File: config.mk
export PLATFORM = sky130hd
export DESIGN_NAME = lca_ctrl
export DESIGN_NICKNAME = d
export VERILOG_FILES = /design/src/hw/rtl/lca_pkg.sv /design/src/hw/rtl/lca_ctrl.sv
export SDC_FILE = /design/constraint.sdc
export NUM_CORES = 1
export LEC_CHECK = 0
export BUFFER_PORTS_ARGS = -buffer_cell sky130_fd_sc_hd__buf_2
export CAP_MARGIN = 20
export CORE_MARGIN = 1
export CORE_UTILIZATION = 45
export DETAILED_ROUTE_END_ITERATION = 8
export PLACE_DENSITY = 0.71
export SYNTH_ARGS = -nofsm -noshare
export SYNTH_HDL_FRONTEND = slang
export SYNTH_SLANG_ARGS = --single-unit
File: constraint.sdc
create_clock -name clk -period 4.1 [get_ports clk]
set_clock_uncertainty 0.15 [all_clocks]
set_input_delay 0.615 -clock clk [delete_from_list [all_inputs] [get_ports clk]]
set_output_delay 0.615 -clock clk [all_outputs]
set_load 0.005 [all_outputs]
File: src/hw/rtl/lca_pkg.sv
// Shared types and constants for the lowest common ancestor block.
// Used by the controller, the datapath and the top level; depends on nothing.
`timescale 1ns / 1ps

package lca_pkg;

    localparam int ID_W = 12;
    localparam logic [ID_W-1:0] DEPTH_MAX = '1;

    typedef enum logic [4:0] {
        S_IDLE,
        S_START,
        S_A_DEP,
        S_A_LVL,
        S_A_WR,
        S_Q_SWAP,
        S_Q_UP,
        S_Q_UPJ,
        S_Q_UPW,
        S_Q_EQ,
        S_Q_LC,
        S_Q_LCW,
        S_Q_FIN,
        S_Q_FW,
        S_EMIT
    } lca_state_t;

    typedef enum logic [4:0] {
        OP_NONE,
        OP_LOAD,
        OP_A_START,
        OP_A_DEPW,
        OP_A_RD,
        OP_A_WR,
        OP_Q_RD,
        OP_Q_SWAP,
        OP_Q_UPRD,
        OP_Q_UPJ,
        OP_Q_UPW,
        OP_LVL_DEC,
        OP_Q_EQ,
        OP_Q_LC,
        OP_Q_LCW,
        OP_Q_FIN,
        OP_Q_FW,
        OP_EMIT
    } lca_op_t;

    typedef struct packed {
        lca_op_t op;
    } lca_cmd_t;

    typedef struct packed {
        logic is_query;
        logic a_zero;
        logic lvl_top;
        logic lvl_zero;
        logic up_take;
        logic ab_equal;
    } lca_status_t;

endpackage

File: src/hw/rtl/lca_ctrl.sv
// Controller: sequences attach and query items and owns the handshakes.
// Depends on lca_pkg; commands lca_datapath and reads its status.
`timescale 1ns / 1ps

module lca_ctrl (
    input  logic                 clk,
    input  logic                 rst_n,
    input  logic                 in_valid,
    output logic                 in_ready,
    output logic                 out_valid,
    input  logic                 out_ready,
    input  lca_pkg::lca_status_t status,
    output lca_pkg::lca_cmd_t    cmd
);

    lca_pkg::lca_state_t state_reg, state_next;
    logic                out_valid_reg, out_valid_next;
    logic                out_free;

    // The result register may be refilled in the cycle its item is taken.
    assign out_free = !out_valid_reg || out_ready;

    always_comb
    begin
        state_next = state_reg;
        case (state_reg)
            lca_pkg::S_IDLE:
            begin
                if (in_valid)
                begin
                    state_next = lca_pkg::S_START;
                end
            end
            lca_pkg::S_START:
            begin
                if (status.is_query)
                begin
                    state_next = lca_pkg::S_Q_SWAP;
                end
                else if (status.a_zero)
                begin
                    state_next = lca_pkg::S_IDLE;
                end
                else
                begin
                    state_next = lca_pkg::S_A_DEP;
                end
            end
            lca_pkg::S_A_DEP:
            begin
                state_next = lca_pkg::S_A_LVL;
            end
            lca_pkg::S_A_LVL:
            begin
                state_next = status.lvl_top ? lca_pkg::S_IDLE : lca_pkg::S_A_WR;
            end
            lca_pkg::S_A_WR:
            begin
                state_next = lca_pkg::S_A_LVL;
            end
            lca_pkg::S_Q_SWAP:
            begin
                state_next = lca_pkg::S_Q_UP;
            end
            lca_pkg::S_Q_UP:
            begin
                if (status.up_take)
                begin
                    state_next = lca_pkg::S_Q_UPJ;
                end
                else if (status.lvl_zero)
                begin
                    state_next = lca_pkg::S_Q_EQ;
                end
            end
            lca_pkg::S_Q_UPJ:
            begin
                state_next = lca_pkg::S_Q_UPW;
            end
            lca_pkg::S_Q_UPW:
            begin
                state_next = status.lvl_zero ? lca_pkg::S_Q_EQ : lca_pkg::S_Q_UP;
            end
            lca_pkg::S_Q_EQ:
            begin
                state_next = status.ab_equal ? lca_pkg::S_EMIT : lca_pkg::S_Q_LC;
            end
            lca_pkg::S_Q_LC:
            begin
                state_next = lca_pkg::S_Q_LCW;
            end
            lca_pkg::S_Q_LCW:
            begin
                state_next = status.lvl_zero ? lca_pkg::S_Q_FIN : lca_pkg::S_Q_LC;
            end
            lca_pkg::S_Q_FIN:
            begin
                state_next = lca_pkg::S_Q_FW;
            end
            lca_pkg::S_Q_FW:
            begin
                state_next = lca_pkg::S_EMIT;
            end
            lca_pkg::S_EMIT:
            begin
                if (out_free)
                begin
                    state_next = lca_pkg::S_IDLE;
                end
            end
            default:
            begin
                state_next = lca_pkg::S_IDLE;
            end
        endcase
    end

    always_comb
    begin
        cmd.op   = lca_pkg::OP_NONE;
        in_ready = 1'b0;
        case (state_reg)
            lca_pkg::S_IDLE:
            begin
                in_ready = 1'b1;
                if (in_valid)
                begin
                    cmd.op = lca_pkg::OP_LOAD;
                end
            end
            lca_pkg::S_START:
            begin
                if (status.is_query)
                begin
                    cmd.op = lca_pkg::OP_Q_RD;
                end
                else if (!status.a_zero)
                begin
                    cmd.op = lca_pkg::OP_A_START;
                end
            end
            lca_pkg::S_A_DEP:
            begin
                cmd.op = lca_pkg::OP_A_DEPW;
            end
            lca_pkg::S_A_LVL:
            begin
                if (!status.lvl_top)
                begin
                    cmd.op = lca_pkg::OP_A_RD;
                end
            end
            lca_pkg::S_A_WR:
            begin
                cmd.op = lca_pkg::OP_A_WR;
            end
            lca_pkg::S_Q_SWAP:
            begin
                cmd.op = lca_pkg::OP_Q_SWAP;
            end
            lca_pkg::S_Q_UP:
            begin
                if (status.up_take)
                begin
                    cmd.op = lca_pkg::OP_Q_UPRD;
                end
                else if (!status.lvl_zero)
                begin
                    cmd.op = lca_pkg::OP_LVL_DEC;
                end
            end
            lca_pkg::S_Q_UPJ:
            begin
                cmd.op = lca_pkg::OP_Q_UPJ;
            end
            lca_pkg::S_Q_UPW:
            begin
                cmd.op = lca_pkg::OP_Q_UPW;
            end
            lca_pkg::S_Q_EQ:
            begin
                cmd.op = lca_pkg::OP_Q_EQ;
            end
            lca_pkg::S_Q_LC:
            begin
                cmd.op = lca_pkg::OP_Q_LC;
            end
            lca_pkg::S_Q_LCW:
            begin
                cmd.op = lca_pkg::OP_Q_LCW;
            end
            lca_pkg::S_Q_FIN:
            begin
                cmd.op = lca_pkg::OP_Q_FIN;
            end
            lca_pkg::S_Q_FW:
            begin
                cmd.op = lca_pkg::OP_Q_FW;
            end
            lca_pkg::S_EMIT:
            begin
                if (out_free)
                begin
                    cmd.op = lca_pkg::OP_EMIT;
                end
            end
            default:
            begin
            end
        endcase
    end

    always_comb
    begin
        out_valid_next = out_valid_reg;
        if (cmd.op == lca_pkg::OP_EMIT)
        begin
            out_valid_next = 1'b1;
        end
        else if (out_ready)
        begin
            out_valid_next = 1'b0;
        end
    end

    always_ff @(posedge clk or negedge rst_n)
    begin
        if (!rst_n)
        begin
            state_reg     <= lca_pkg::S_IDLE;
            out_valid_reg <= 1'b0;
        end
        else
        begin
            state_reg     <= state_next;
            out_valid_reg <= out_valid_next;
        end
    end

    assign out_valid = out_valid_reg;

endmodule
; ---- Yosys cells after proc, flatten, opt, wreduce, memory -nomap -nowiden
; Cells that the tools add are included.
[op_classes]
eq_ne = 18
n_mux = 20
reduce_logical = 6
[ops]
columns = op, n
row1 = 5-bit one-hot mux with 15 select lines, 1
row2 = 5-bit one-hot mux with 14 select lines, 1
row3 = 5-bit by 4-bit equality test with 1-bit output (second input constant), 7
row4 = 5-bit 2-to-1 mux, 6
row5 = 5-bit by 3-bit equality test with 1-bit output (second input constant), 4
row6 = 3-bit 2-to-1 mux, 4
row7 = 4-bit 2-to-1 mux, 3
row8 = 5-bit by 2-bit equality test with 1-bit output (second input constant), 2
row9 = 5-bit by 1-bit equality test with 1-bit output (second input constant), 1
row10 = 5-bit equality test (second input constant), 1
row11 = 5-bit zero test, 1
row12 = 1-bit 2-to-1 mux, 4
row13 = 2-bit inequality test (second input constant), 2
row14 = 3-bit inequality test (second input constant), 1
row15 = 3-bit AND reduction, 1
row16 = 2-bit 2-to-1 mux, 1
row17 = 2-bit nonzero test, 1
row18 = 2-bit OR reduction, 1
row19 = 1-bit zero test, 1
row20 = 1-bit logical OR, 1
[word_totals]
reg_bits = 6
input_bits = 10
output_inout_bits = 7
elab_cells = 46

; ---- Logic depth before layout (Yosys ltp)
; Gate-level depths: netlist of the first run.
[depth]
depth_word = 6
mapped_depth = 6
ltp_nobuf = 4

; ---- Least setup slack after synthesis of the first run
; Ideal clock, no wire load.
[synth_path]
path_type = in2out
startpoint = input port status[5] in the netlist's numbering
endpoint = output port cmd[1] in the netlist's numbering
t_arrival_ns = 1.346
required_time_ns = 3.335
setup_slack_ns = 1.989
cell_stages = 3
n_path_buf = 0
cell_sequence = or3b_2 > a221oi_1 > a21oi_1
[synth_lines]
columns = element, line_no
row1 = start: declaration, lca_ctrl.sv:12  ; input lca_pkg::lca_status_t status,
row2 = end: declaration, lca_ctrl.sv:13  ; output lca_pkg::lca_cmd_t cmd

==> metrics, run 1 <==
Ant. Diodes 0; CP Capture Type output pin; leakage power 0.294 nW; Reg2Reg Setup Slack 2060 ps; Final Util 57.8%; core area 1160 um^2; clk_lat worst skew 240 ps; PD cells 787 nW/um^2; Synth top area share 21.2%; Synth Area in Compound Gates 37.6%; routability cong. 0.802; max-cap viol count 0; EDFF count, synth 0; part of the Yosys area used for sequential elements 21.2%; Detail Route Antenna Nets 0; sequential power share 31.7%; Sum Neg Setup Slack 0 ps; root buffer cell clkbuf_4; Clock Tree Buf Depth 2; port bufs 16; # rows 12; Final Hold Vio Count 0; first-pass GRT wire length 2440 um; GRT Total Usage 23.8%; Power Internal 0.265 mW; Area contributors post-synth dfrtp_1 (21%), a21oi_1 (9.3%), buf_2 (5.1%); gr ovfl total 0; syn nets 93; post-DP HPWL 1080 um; Post-Synth Simple-Gate Area 29.7%; most frequent cells after synthesis a21oi_1 (11), buf_2 (6), nor2_1 (6); max reg flops 4; ys flop type dfrtp_1; required time of the critical path 3340 ps; # setup viols final 0; Max Transition Viols Final 0; Post-Synth XOR/XNOR Area 0%; layout cells sized above 1 25.3%; fin nets 106; Num CTS Buffers 3; VDD IR max 545 uV; Slew headroom 56.0%; min cycle time layout 2680 ps; Post-Syn Area 589 um^2; area delta synth->final 13.4%; measured slew at the worst slew-check pin 661 ps; Initial DRC Count 20; Yosys reg bits 5; vias in the first global route 547; Clock transition at path regs 40 ps; DR vias/cell 5.96; I/O pins 17; largest net degree at the start of global routing 24; Die W 38.2 um; clock sink count 5; CP startpoint kind register; mux contribution to synthesized area 1.91%; Worst EP arrival 1920 ps; worst reg2reg path endpoint state_reg[2]$_DFFE_PN0P_; H-tree lvl count 1; yosys warns 0; count leader, synth a21oi_1; worst reg2reg path depth 4; Cell variety after synth 34; fmax 373 MHz; R2R Path Start state_reg[1]$_DFFE_PN0P_; cell count after synthesis 83; HP Class primary input to asynchronous set/reset pin; Critical Setup Path Class register to output pin; unrepaired setup endpoints after global routing no; DR pass1 iterations 4; initial antenna violation count 0; Hold Buf Count CTS 0; main combinational cell family by area after synthesis compound AO/OA/AOI/OAI gates; Post-CTS Resized 0; clock network fraction of total power 10.8%; sw frac 49.6%; routed wire length per instance 13.8 um; biggest area consumer among synthesized cells dfrtp_1; die area 1460 um^2; total setup buffers inserted after CTS 0; Die Y 38.2 um; CTS tree yes; Gate power share 57.5%; outcome finished clean; Post-Synth Adder-Cell Area 0%; Critical Path Fanout Max 23; routed wire length 1510 um; FFs w/ async S/R, synth 100%; Vias 650; fin crit share 65.4%; NetSw 0.261 mW; DRC viols 0; Initial Util 51.0%; synthesized area per cell 7.10 um^2
[final cells by class]
| cell class | instances | area (um^2) |
|---|---|---|
| clock buffers | 4 | 26.3 |
| fillers | 124 | 488 |
| inverters | 3 | 11.3 |
| multi-input cells | 67 | 408 |
| flip-flops and latches | 5 | 125 |
| well taps | 14 | 17.5 |
| repair buffers | 16 | 80.1 |
[worst max-delay path, cell delays in order, from the launching register on]
cell,delay [ps]
dfrtp_1,760
or2b_1,330
o32ai_1,330
a21oi_1,100
buf_2,150
[routing by layer]
metal | wire (um) | part of all wire, % | vias up | global-route usage [%]
met3 | 40 | 2.7 | 0 | 6.98
met4 | 0 | 0 | 0 | 2.68
li1 | - | - | 334 | -
met1 | 723 | 48 | 304 | 33.1
met2 | 742 | 49 | 12 | 36.9
met5 | 0 | 0 | - | 0
[how the worst max path moves through the flow]
stage | start | to | cells past startpoint
global placement | state_reg[1]$_DFFE_PN0P_ | cmd[0] | 4
CTS | state_reg[1]$_DFFE_PN0P_ | cmd[0] | 4
detailed placement | status[5] | cmd[1] | 5
floorplan | status[5] | cmd[1] | 3
finish | state_reg[1]$_DFFE_PN0P_ | cmd[0] | 4
global route | state_reg[1]$_DFFE_PN0P_ | cmd[0] | 4
[kinds of logic (layout without fill, tap and decap cells)]
kind of cell,after synthesis,after routing
AO/OA/AOI/OAI,34,34
AND/OR/NAND/NOR,32,32
buffers and inverters,11,23
flip-flops,5,5
multiplexers,1,1
[stage by stage]
stage / hold WS [ps] / worst slack, ps / power [mW] / instances / instance area, um^2
after floorplan: 169 / 1990 / 0.398 / 83 / 589
final: 25.4 / 1420 / 0.526 / 109 / 668
after global routing: 18.7 / 1340 / 0.581 / 109 / 668
after global placement: 281 / 1700 / 0.463 / 105 / 642
after CTS: 19.9 / 1420 / 0.528 / 109 / 668
after detailed placement: 284 / 1700 / 0.468 / 105 / 642
[placed cells by master (no fill, tap or decap), types with 3 or more instances in the layout]
cell,instances
buf_2,16
a21oi_1,11
nor2_1,6
nand2_1,5
o21ai_0,5
dfrtp_1,5
nor2b_1,4
a211oi_1,3
nor3_1,3
nand3_1,3
o31ai_1,3
clkbuf_4,3
[power by group through the flow]
stage | clock network [mW] | logic, mW | registers (mW)
6_report | 0.0568 | 0.302 | 0.167
5_1_grt | 0.0628 | 0.343 | 0.175
4_1_cts | 0.0591 | 0.305 | 0.164
3_5_place_dp | 0 | 0.303 | 0.165
3_3_place_gp | 0 | 0.301 | 0.163
2_1_floorplan | 0 | 0.310 | 0.0878
Note: power is estimated with default switching activity, not from simulation.
==> inputs of run 2 (changes only) <==
==> constraint.sdc (replaced) <==
create_clock -name clk -period 2.7 [get_ports clk]
set_clock_uncertainty 0.15 [all_clocks]
set_input_delay 0.405 -clock clk [delete_from_list [all_inputs] [get_ports clk]]
set_output_delay 0.405 -clock clk [all_outputs]
set_load 0.005 [all_outputs]
==> run 2 against run 1 <==
Net effect: wire length increased by 2.5%; combinational power increased by 74%; critical path depth is 2 higher; first-iteration DRC count increased by 30%; setup slack got worse by 980 ps; highest routed layer unchanged; sequential power is 25% higher; register-to-register slack got worse by 1300 ps; sequential cell count did not move; clock-buffer cell count did not move; cell count increased by 2.8%.
==> metrics, run 2 (same netlist as run 1, synthesis figures left out) <==
die area 1460 um^2 (unchanged); min cycle time layout 2260 ps; # setup viols final 0 (unchanged); most frequent cells in the layout buf_2 (16), a21oi_1 (11), nor2_1 (6); Ant. Diodes 0 (unchanged); clk_lat worst skew 240 ps (about the same); Critical Path Fanout Max 12 (-48%); Sum Neg Setup Slack 0 ps (unchanged); area post-placement 657 um^2 (+2.3%); routability cong. 0.859 (+7.0%); Slew headroom 65.0% (+9.0 points); Post-CTS Resized 0 (unchanged); area of the multi-input gates 408 um^2 (unchanged); total setup buffers inserted after CTS 0 (unchanged); outcome finished clean; Die Y 38.2 um (unchanged); vias in the first global route 572 (+4.6%); unrepaired setup endpoints after global routing no; CTS tree yes; Vias 698 (+7.4%); I/O pins 17 (unchanged); Initial DRC Count 26 (+30%); Design Area, Final 693 um^2 (+3.7%); fin nets 109 (+2.8%); port bufs 16 (unchanged); required time of the critical path 2140 ps (-1200 ps); Num CTS Buffers 3 (unchanged); routed wire length 1540 um (+2.5%); area delta synth->final 17.6%; largest net degree at the start of global routing 19 (-21%); post-DP HPWL 1150 um (+6.6%); CP startpoint kind register; # rows 12 (unchanged); max reg flops 4 (unchanged); Max Transition Viols Final 0 (unchanged); worst reg2reg path depth 5 (+1); Worst EP arrival 1710 ps (-210 ps); Final Hold Vio Count 0 (unchanged); Detail Route Antenna Nets 0 (unchanged); slowest stage cell, crit path dfrtp_1; core area 1160 um^2 (unchanged); DR vias/cell 6.23 (+4.5%); initial antenna violation count 0 (unchanged); Hold Buf Count CTS 1 (+1); CP Capture Type output pin; Die W 38.2 um (unchanged); fin crit share 83.8%; GRT Total Usage 24.8% (+1.1 points); leakage power 0.308 nW (+4.8%); VDD IR max 1010 uV (+86%); max-cap viol count 0 (unchanged); Clock transition at path regs 50 ps (about the same); Filler cells 123 (-0.81%); PD cells 1180 nW/um^2 (+50%); routed wire length per instance 13.8 um (-0.22%); gr ovfl total 0 (unchanged); DR pass1 iterations 4 (unchanged); Critical Setup Path Class register to output pin; H-tree lvl count 1 (unchanged); fmax 442 MHz; CP Launch Point state_reg[1]$_DFFE_PN0P_; HP Class primary input to asynchronous set/reset pin; root buffer cell clkbuf_4; layout cells sized above 1 26.5% (+1.3 points); clock sink count 5 (unchanged); R2R Path Start state_reg[1]$_DFFE_PN0P_; commonest non-fill, non-tap cell in the layout buf_2; measured slew at the worst slew-check pin 525 ps (-135 ps); worst path cell trace buf_4, o21ai_0, a211oi_1, a21oi_1, a31oi_1, buf_2; Reg area 125 um^2 (unchanged); Clock Tree Buf Depth 2 (unchanged); Initial Util 51.0% (unchanged); crit-path max cell delay 540 ps (-220 ps); worst reg2reg path endpoint state_reg[2]$_DFFE_PN0P_; end of the critical path cmd[2]; Reg2Reg Setup Slack 720 ps (-1340 ps); first-pass GRT wire length 2490 um (+2.0%); DRC viols 0 (unchanged)
## run 2: how the worst min path moves through the flow
stage	end	cells past startpoint	startpoint
after global placement	state_reg[3]$_DFFE_PN0P_	1	rst_n
after CTS	state_reg[1]$_DFFE_PN0P_	2	rst_n
after floorplan	out_valid$_DFFE_PN0P_	0	rst_n
after detailed placement	out_valid$_DFFE_PN0P_	1	rst_n
after global routing	state_reg[1]$_DFFE_PN0P_	2	rst_n
final	state_reg[1]$_DFFE_PN0P_	2	rst_n
## run 2: final cells by class
cell class | instances | share of cell area, %
multi-input combinational | 67 | 58.8
sequential | 5 | 18.1
timing repair buffer | 19 | 15.2
clock buffer | 4 | 3.79
tap | 14 | 2.53
inverter | 3 | 1.62
## run 2: per-stage QoR
stage	hold WS (ps)	worst slack [ps]	total power, mW	utilization, %	std cells
floorplan	-40.6	844	0.604	-	83
global placement	70.5	688	0.724	56.8	107
detailed placement	73.5	704	0.731	56.8	107
CTS	346	441	0.822	60.0	112
global route	348	330	0.897	60.0	112
finish	347	437	0.820	60.0	112
## run 2: power breakdown
part / switching [mW] / internal (mW) / total, mW
combinational: 0.266 / 0.259 / 0.525
clock: 0.0304 / 0.0558 / 0.0862
sequential: 0.102 / 0.107 / 0.209
## run 2: metal layers
| metal | routed length [um] | vias to the layer above | track usage (%) | part of all wire, % |
|---|---|---|---|---|
| li1 | - | 343 | - | - |
| met1 | 682 | 329 | 33.2 | 44 |
| met2 | 764 | 26 | 39.0 | 49 |
| met3 | 96 | 0 | 8.72 | 6.2 |
| met4 | 0 | 0 | 3.57 | 0 |
| met5 | 0 | - | 0 | 0 |
## run 2: worst max-delay path: cells and delay by family (launching register included)
family	cells	cell delay (ps)
AO/OA/AOI/OAI	4	550
flip-flops	1	540
buffers and inverters	2	380
==> inputs of run 3 (changes only) <==
--- a/config.mk
+++ b/config.mk
@@ -8,9 +8,9 @@
 export BUFFER_PORTS_ARGS = -buffer_cell sky130_fd_sc_hd__buf_2
 export CAP_MARGIN = 20
 export CORE_MARGIN = 1
-export CORE_UTILIZATION = 45
+export CORE_UTILIZATION = 44
 export DETAILED_ROUTE_END_ITERATION = 8
-export PLACE_DENSITY = 0.71
+export PLACE_DENSITY = 0.72
 export SYNTH_ARGS = -nofsm -noshare
 export SYNTH_HDL_FRONTEND = slang
 export SYNTH_SLANG_ARGS = --single-unit
==> constraint.sdc (replaced) <==
create_clock -name clk -period 1.95 [get_ports clk]
set_clock_uncertainty 0.15 [all_clocks]
set_input_delay 0.2925 -clock clk [delete_from_list [all_inputs] [get_ports clk]]
set_output_delay 0.2925 -clock clk [all_outputs]
set_load 0.005 [all_outputs]
==> run 3 against run 2 <==
Net effect: via count up 12%; clock power up 47%; register-to-register slack worse by 550 ps; critical path type unchanged; sequential share of layout area down 2.3 points; first-iteration DRC count up 38%.
==> metrics, run 3 (same netlist as run 1, synthesis figures left out) <==
max reg flops 4 (unchanged); clk_lat worst skew 250 ps (about the same); leakage power 0.365 nW (+18%); clock sink count 5 (unchanged); port bufs 16 (unchanged); R2R Path Start state_reg[1]$_DFFE_PN0P_; PD cells 1750 nW/um^2 (+48%); fin nets 120 (+10%); min cycle time layout 1930 ps; CP startpoint kind register; commonest non-fill, non-tap cell in the layout buf_2; Clock Tree Buf Depth 2 (unchanged); Slew headroom 77.1% (+12 points); Final Hold Vio Count 0 (unchanged); max-cap viol count 0 (unchanged); Power Internal 0.761 mW (+81%); Top delay family on crit path flip-flops; measured slew at the worst slew-check pin 341 ps (-184 ps); Clock transition at path regs 50 ps (about the same); unrepaired setup endpoints after global routing yes; area delta synth->final 38.6%; sequential power share 17.4% (-8.1 points); fmax 518 MHz; Critical Path Fanout Max 10 (-2); DR vias/cell 6.36 (+2.0%); DR pass1 iterations 4 (unchanged); post-DP HPWL 1210 um (+5.0%); most frequent cells in the layout buf_2 (16), buf_4 (12), a21oi_1 (11); Critical Setup Path Class register to output pin; routed wire length 1930 um (+25%); Die W 38.6 um (+1.1%); largest net degree at the start of global routing 22 (+3); cell depth of the worst setup path 4 (-2); routability cong. 0.901 (+4.9%); I/O pins 17 (unchanged); Num CTS Buffers 3 (unchanged); Gate power share 73.7% (+9.7 points); slowest stage cell, crit path dfrtp_2; CP Capture Type output pin; clock network fraction of total power 8.9% (-1.6 points); HP Class primary input to asynchronous set/reset pin; crit-path max cell delay 470 ps (-70 ps); first-pass GRT wire length 2960 um (+19%); die area 1490 um^2 (+2.1%); root buffer cell clkbuf_4; Worst EP arrival 1490 ps (-220 ps); end of the critical path cmd[0]; Initial DRC Count 36 (+38%); # rows 12 (unchanged); Detail Route Antenna Nets 0 (unchanged); gr ovfl total 0 (unchanged); overall power 1.43 mW (+74%); # setup viols final 0 (unchanged); GRT Total Usage 29.3% (+4.4 points); worst reg2reg path endpoint state_reg[2]$_DFFE_PN0P_; sw frac 46.7% (-1.9 points); Ant. Diodes 0 (unchanged); area post-placement 687 um^2 (+4.6%); routed wire length per instance 15.7 um (+14%); CTS tree yes; Design Area, Final 817 um^2 (+18%); NetSw 0.668 mW (+68%); Max Transition Viols Final 0 (unchanged); CP Buf/Inv Count 1 (-1); Initial Util 50.3% (-0.65 points); Vias 782 (+12%); vias in the first global route 661 (+16%); worst reg2reg path depth 5 (unchanged); fin crit share 99.1%; CP Launch Point state_reg[0]$_DFFE_PN0P_; initial antenna violation count 0 (unchanged); Die Y 38.6 um (+1.1%); required time of the critical path 1510 ps (-630 ps); core area 1170 um^2 (+1.3%); layout cells sized above 1 43.1% (+17 points); H-tree lvl count 1 (unchanged); DRC viols 0 (unchanged); Reg2Reg Setup Slack 170 ps (-550 ps); VDD IR max 808 uV (-20%); outcome finished clean; Hold Slack 230 ps (-117 ps); Final Util 69.8% (+9.8 points); worst path cell trace or2b_4, o32ai_2, a21oi_1, buf_2
## run 3: cell types whose count changed in the layout (fill, tap and decap cells not counted), sizes merged
cell  before  now
buf       18   29
## run 3: final cells by class
class / instances / area [um^2]
clock buffer: 4 / 26.3
inverter: 3 / 13.8
timing repair buffer: 30 / 191
tap: 14 / 17.5
fill: 101 / 354
multi-input combinational: 67 / 439
sequential: 5 / 129
## run 3: worst min path at each step
stage,from,endpoint,cells past startpoint
CTS,rst_n,state_reg[2]$_DFFE_PN0P_,2
global route,rst_n,state_reg[2]$_DFFE_PN0P_,2
global placement,rst_n,state_reg[3]$_DFFE_PN0P_,1
finish,rst_n,state_reg[2]$_DFFE_PN0P_,2
detailed placement,rst_n,state_reg[0]$_DFFE_PN0P_,1
floorplan,rst_n,out_valid$_DFFE_PN0P_,0
## run 3: power by group through the flow
| stage | Combinational (mW) | Sequential (mW) | Clock, mW |
|---|---|---|---|
| finish | 1.05 | 0.249 | 0.127 |
| global route | 1.14 | 0.253 | 0.140 |
| CTS | 0.964 | 0.237 | 0.127 |
| detailed placement | 0.818 | 0.254 | 0 |
| global placement | 0.810 | 0.254 | 0 |
| floorplan | 0.652 | 0.185 | 0 |
## run 3: per-layer routing
layer	vias to the layer above	global-route usage [%]	routed length (um)
met3	5	6.36	143
li1	367	-	-
met4	0	16.4	34
met2	44	45.0	967
met1	366	37.3	781
met5	-	0	0
## run 3: what timing repair did
item	in CTS	in global routing
setup buffers	6	2
cloned	0	0
endpoints found under the hold margin	5	0
endpoints found under the setup margin	5	5
hold buffers	1	0
resized for setup	5	8
pin swaps	1	3
## run 3: metrics by stage
step	TNS [ps]	setup slack (ps)	instances
final	0	18.4	123
after CTS	0	8.82	122
after global placement	0	124	111
after global routing	-75.5	-38.6	123
after detailed placement	0	90.2	111
after floorplan	0	207	83
